## src/tccw_pkg.sv

```systemverilog
`timescale 1ns / 1ps
// shared types, codes and constants of the text console character writer
package tccw_pkg;

	localparam int COLUMNS_DEF     = 80;
	localparam int TEXT_ROWS_DEF   = 24;
	localparam int STORE_DEPTH_DEF = 2048;

	localparam int MODE_W   = 1;
	localparam int CHAR_W   = 9;
	localparam int ADDR_W   = 11;
	localparam int CURSOR_W = 11;
	localparam int CELL_W   = 16;
	localparam int ATTR_W   = 8;
	localparam int CFG_IDX_W = 1;

	localparam logic [CFG_IDX_W-1:0] REG_TEXT_ATTRIBUTE   = 1'd0;
	localparam logic [CFG_IDX_W-1:0] REG_ESCAPE_FILTER_ON = 1'd1;

	localparam logic [ATTR_W-1:0] ATTR_RESET = 8'h07;

	localparam logic [CHAR_W-1:0] CH_NEWLINE   = 9'd10;
	localparam logic [CHAR_W-1:0] CH_BACKSPACE = 9'h100;
	localparam logic [CHAR_W-1:0] CH_ESC       = 9'd27;
	localparam logic [CHAR_W-1:0] CH_LBRACKET  = 9'd91;
	localparam logic [CHAR_W-1:0] CH_DIGIT_LO  = 9'd48;
	localparam logic [CHAR_W-1:0] CH_DIGIT_HI  = 9'd57;
	localparam logic [CHAR_W-1:0] CH_SEMICOLON = 9'd59;
	localparam logic [CHAR_W-1:0] CH_LETTER_M  = 9'd109;
	localparam logic [7:0]        CH_SPACE     = 8'h20;

	typedef struct packed {
		logic [MODE_W-1:0] mode;
		logic [CHAR_W-1:0] char_code;
		logic [ADDR_W-1:0] read_addr;
	} req_t;

	typedef struct packed {
		logic [CURSOR_W-1:0] cursor_pos;
		logic [CELL_W-1:0]   cell_data;
		logic                swallowed;
	} res_t;

	typedef enum logic [2:0] {
		ST_INIT,
		ST_IDLE,
		ST_READ,
		ST_READ_OUT,
		ST_PUT,
		ST_COPY,
		ST_FILL,
		ST_MARK
	} state_t;

	typedef enum logic [1:0] {
		ESC_IDLE,
		ESC_SEEN,
		ESC_PARAMS,
		ESC_DONE
	} esc_phase_t;

	typedef enum logic [2:0] {
		WR_NONE,
		WR_CHAR,
		WR_SPACE,
		WR_COPY,
		WR_ZERO
	} wr_kind_t;

	typedef enum logic [1:0] {
		IDX_HOLD,
		IDX_ZERO,
		IDX_POS,
		IDX_INC
	} idx_op_t;

	typedef enum logic [1:0] {
		EMIT_NONE,
		EMIT_READ,
		EMIT_PUT,
		EMIT_SWALLOW
	} emit_t;

	typedef enum logic {
		RD_ITEM,
		RD_COPY
	} rd_sel_t;

	typedef struct packed {
		logic     latch;
		logic     put_step;
		wr_kind_t wr_kind;
		rd_sel_t  rd_sel;
		idx_op_t  idx_op;
		emit_t    emit;
	} ctrl_cmd_t;

	typedef struct packed {
		logic start_read;
		logic swallow;
		logic scroll;
		logic copy_last;
		logic fill_last;
		logic init_last;
	} ctrl_status_t;

endpackage

```

## src/tccw_controller.sv

```systemverilog
`timescale 1ns / 1ps
// sequencing state machine of the text console character writer
module tccw_controller (
	input  logic                  clk,
	input  logic                  arst_n,
	input  logic                  start,
	output logic                  busy,
	input  tccw_pkg::ctrl_status_t status,
	output tccw_pkg::ctrl_cmd_t   cmd
);
	import tccw_pkg::*;

	state_t state_q;
	state_t state_d;

	always_ff @(posedge clk or negedge arst_n) begin
		if (!arst_n) begin
			state_q <= ST_INIT;
		end else begin
			state_q <= state_d;
		end
	end

	always_comb begin
		state_d = state_q;
		case (state_q)
			ST_INIT: begin
				if (status.init_last) begin
					state_d = ST_IDLE;
				end
			end
			ST_IDLE: begin
				if (start) begin
					state_d = status.start_read ? ST_READ : ST_PUT;
				end
			end
			ST_READ:     state_d = ST_READ_OUT;
			ST_READ_OUT: state_d = ST_IDLE;
			ST_PUT: begin
				if (status.swallow) begin
					state_d = ST_IDLE;
				end else if (status.scroll) begin
					state_d = ST_COPY;
				end else begin
					state_d = ST_MARK;
				end
			end
			ST_COPY: begin
				if (status.copy_last) begin
					state_d = ST_FILL;
				end
			end
			ST_FILL: begin
				if (status.fill_last) begin
					state_d = ST_MARK;
				end
			end
			ST_MARK:     state_d = ST_IDLE;
			default:     state_d = ST_INIT;
		endcase
	end

	always_comb begin
		cmd          = '0;
		cmd.wr_kind  = WR_NONE;
		cmd.rd_sel   = RD_ITEM;
		cmd.idx_op   = IDX_HOLD;
		cmd.emit     = EMIT_NONE;
		busy         = 1'b1;
		case (state_q)
			ST_INIT: begin
				cmd.wr_kind = WR_ZERO;
				cmd.idx_op  = IDX_INC;
			end
			ST_IDLE: begin
				busy       = 1'b0;
				cmd.latch  = start;
				cmd.idx_op = IDX_ZERO;
			end
			ST_READ: begin
			end
			ST_READ_OUT: begin
				cmd.emit = EMIT_READ;
			end
			ST_PUT: begin
				cmd.put_step = 1'b1;
				cmd.wr_kind  = WR_CHAR;
				if (status.swallow) begin
					cmd.emit = EMIT_SWALLOW;
				end
			end
			ST_COPY: begin
				cmd.rd_sel  = RD_COPY;
				cmd.wr_kind = WR_COPY;
				cmd.idx_op  = status.copy_last ? IDX_POS : IDX_INC;
			end
			ST_FILL: begin
				cmd.wr_kind = WR_ZERO;
				cmd.idx_op  = IDX_INC;
			end
			ST_MARK: begin
				cmd.wr_kind = WR_SPACE;
				cmd.emit    = EMIT_PUT;
			end
			default: begin
			end
		endcase
	end

endmodule

```

## config.mk

```make
export PLATFORM = sky130hd
export DESIGN_NAME = tccw_controller
export DESIGN_NICKNAME = d
export VERILOG_FILES = /design/src/tccw_pkg.sv /design/src/tccw_controller.sv
export SDC_FILE = /design/constraint.sdc
export NUM_CORES = 1
export LEC_CHECK = 0
export BUFFER_PORTS_ARGS = -buffer_cell sky130_fd_sc_hd__buf_2
export CORE_AREA = 3 3 40 42
export DETAILED_ROUTE_END_ITERATION = 6
export DIE_AREA = 0 0 43 45
export HOLD_SLACK_MARGIN = 0.15
export PLACE_DENSITY = 0.52
export SLEW_MARGIN = 20
export SYNTH_ARGS = -nofsm -noshare
export SYNTH_HDL_FRONTEND = slang
export SYNTH_SLANG_ARGS = --single-unit
```

## constraint.sdc

```tcl
create_clock -name clk -period 3.69 [get_ports clk]
set_input_delay 0.738 -clock clk [delete_from_list [all_inputs] [get_ports clk]]
set_output_delay 0.738 -clock clk [all_outputs]
set_load 0.1 [all_outputs]
```

# Word level (Yosys, flattened, before mapping)

Cells that the tools add are included.

Input bits: 9
Output and inout port bits: 11
Logic and storage cells: 33
Flip-flop bits (word level): 3

Reductions and logical operators: 4
Muxes and demuxes: 17
Equal/unequal tests: 11

Operators by type and width:

| cell               | count |
|---|---|
| $pmux 3 s7         | 1 |
| $mux 3             | 6 |
| $eq 3x3->1 const B | 4 |
| $pmux 2 s3         | 2 |
| $pmux 3 s4         | 1 |
| $ne 2x2->1 const B | 4 |
| $eq 3x2->1 const B | 2 |
| $mux 1             | 5 |
| $mux 2             | 2 |
| $reduce_and 4->1   | 1 |
| $reduce_or 2->1    | 2 |
| $eq 3x1->1 const B | 1 |
| $logic_not 3->1    | 1 |

# Longest topological paths before layout

Word-level depth: 3
Gate-level depth with buffers: 4
Depth with buffers taken out: 3

# Worst setup path after synthesis

No wires, ideal clock.

Path kind: register to output
Start point: register state_q[2]
End point: output port cmd[8] (netlist name)
Cell stages (with the launch flop): 4
Path buffers: 2
Data required time: 2,952 ps
Data arrival time: 2,772 ps
Path slack: 180 ps
Cell sequence: dfrtp_1 buf_4 buf_4 nor3b_1

RTL lines:

| what                   | line                  | source |
|---|---|---|
| from (decl)            | tccw_controller.sv:13 | `state_t state_q;` |
| from (signal assigned) | tccw_controller.sv:20 | `state_q <= state_d;` |
| to (decl)              | tccw_controller.sv:9  | `output tccw_pkg::ctrl_cmd_t cmd` |

==> summary.txt <==
Logic synthesis
  – Main synth FF type: dfrtp_1
  – Ys Warns: 0
  – Post-synthesis cell area: 325 um^2
  – Asr flop ratio synth: 100%
  – Number of flops mapped to enable cells by yosys: 0
  – Sequential area share after synthesis: 23.1%
  – Post-synth cell types: 25
  – Syn nets: 48
  – Synth Area per Inst: 8.34 um^2
  – Yosys reg bits: 3
  – Post-Syn Instances: 39

Clocking
  – Root buf cell: clkbuf_4
  – CTS HTree Levels: 1
  – # resized after CTS: 0
  – # hold bufs at CTS: 0
  – Post-CTS Setup Bufs: 0
  – Clock Sinks: 3
  – Clk Latency, worst-skew pair: 240 ps
  – CTS tree: built
  – Clk pin slew, worst setup/hold paths: 40 ps
  – CTS Buf Count: 3
  – CTS max path bufs: 2

STA
  – Max-slew headroom: 67.4%
  – Setup TNS Final: 0 ps
  – Max Fclk: 392 MHz
  – Final hold viol count: 0
  – # setup viols final: 0
  – Fin crit period: 2550 ps
  – Fin Clk Skew: 4.35 ps
  – Final worst setup slack: 1140 ps
  – RSZ-0062 raised after global routing: no
  – Period utilization: 69.1%
  – Measured slew at the worst slew-check pin: 493 ps
  – Slew Viols, Final: 0
  – Hold Worst Slack: 286 ps

Hold path
  – Hold Path Class: input pin to asynchronous set/reset pin

Place
  – Detailed Place HPWL: 566 um
  – PortBufs: 19
  – Gpl congestion: 0.745
  – Dpl ws: 1140 ps

Finish
  – Nets: 68
  – Top reg by flops: state_q
  – Fill cells: 141
  – Final Util: 33.6%
  – Share of layout cells above drive strength 1: 50.0%
  – Commonest non-fill, non-tap cell in the layout: buf_2
  – Largest register FFs: 3
  – Diodes inserted: 0
  – Regs by FF count: state_q: 3 flops
  – Synth-to-Final Area Change: 32.7%

Routing
  – Final ANT Viol Nets: 0
  – Post-Route WL: 763 um
  – Vias per std cell: 4.58
  – DRT iter0 DRCs: 0
  – Routed vias: 334
  – Residual DRC count: 0
  – First drt pass iteration count: 1
  – WL per Instance: 10.5 um

Global route
  – First-pass GRT wire length: 1.08 mm
  – Overflow after GRT: 0
  – Total track usage: 7.67%
  – Vias in the first global route: 264
  – Largest net degree at the start of global routing: 18
  – Initial antenna violation count: 0

Floorplan
  – Initial cell density of the core: 25.3%
  – Chip width: 43 um
  – # IOs: 20
  – Core ar.: 1280 um^2
  – Die Y: 45 um
  – Die area: 1940 um^2
  – FP Rows: 13

Setup path
  – Critical path fanouts, max: 13
  – CP Capture Type: primary output
  – CP required: 2950 ps
  – Crit Path Class: flip-flop to primary output
  – Flop2flop setup slack: 2320 ps
  – Arrival @ worst endpoint: 1810 ps
  – Startpoint Class: flip-flop

Run status
  – Outcome: finished clean

Job
  – Max-cap viol count: 0
final cells by class:
type | count | area (um^2) | share of cell area [%]
Timing Repair Buffer | 19 | 95.1 | 22.0
Clock buffer | 4 | 26.3 | 6.09
Multi-Input combinational cell | 31 | 213 | 49.3
Tap cell | 15 | 18.8 | 4.35
Inverter | 1 | 3.75 | 0.870
Sequential cell | 3 | 75.1 | 17.4
kinds of logic (layout without fill, tap and decap cells):
family                 Yosys count  count (layout)  synth area share [%]
multiplexers                     2               2                  6.15
flip-flops                       3               3                  23.1
AO/OA/AOI/OAI                   10              10                  19.2
buffers and inverters            5              24                  11.5
AND/OR/NAND/NOR                 19              19                  40.0
per-layer routing:
layer / track usage [%] / part of all wire, % / up-vias
li1: - / - / 171
met1: 8.94 / 45 / 145
met2: 11.1 / 42 / 16
met3: 3.59 / 10 / 2
met4: 5.42 / 2.2 / 0
met5: 0 / 0 / -
stage by stage:
| stage | cells | instance area [um^2] |
|---|---|---|
| floorplan | 39 | 325 |
| global placement | 69 | 405 |
| detailed placement | 69 | 405 |
| CTS | 73 | 432 |
| global route | 73 | 432 |
| finish | 73 | 432 |
worst max-delay path, stage by stage (launching register included):
cell and delay (ps):
dfrtp_1 510, or3b_4 460, nand2_2 70, and2_1 110, buf_2 420
path summary, 6_finish.rpt:
kind | startpoint | cells past startpoint | to
hold / removal | arst_n | 1 | state_q[2]
max in group asynchronous | arst_n | 1 | state_q[0]
setup / recovery | state_q[0] | 4 | cmd[1]
hold reg to reg | state_q[0] | 1 | state_q[0]
setup reg to reg | state_q[0] | 3 | state_q[1]
min in group clk | status[5] | 2 | state_q[1]
synthesized netlist by cell type, types with 2 or more instances:
cell      count  share of area, %
mux2i_1       2               6.2
and2_1        3               5.8
a21oi_1       2               3.1
nand2b_1      2               3.8
buf_4         3               6.9
a21o_1        2               4.6
dfrtp_1       3                23
nand2_1       3               3.5
o21ai_0       3               4.6
Power is not shown: default switching activity piles up to over one toggle a cycle in this logic, so the estimate is an artifact.
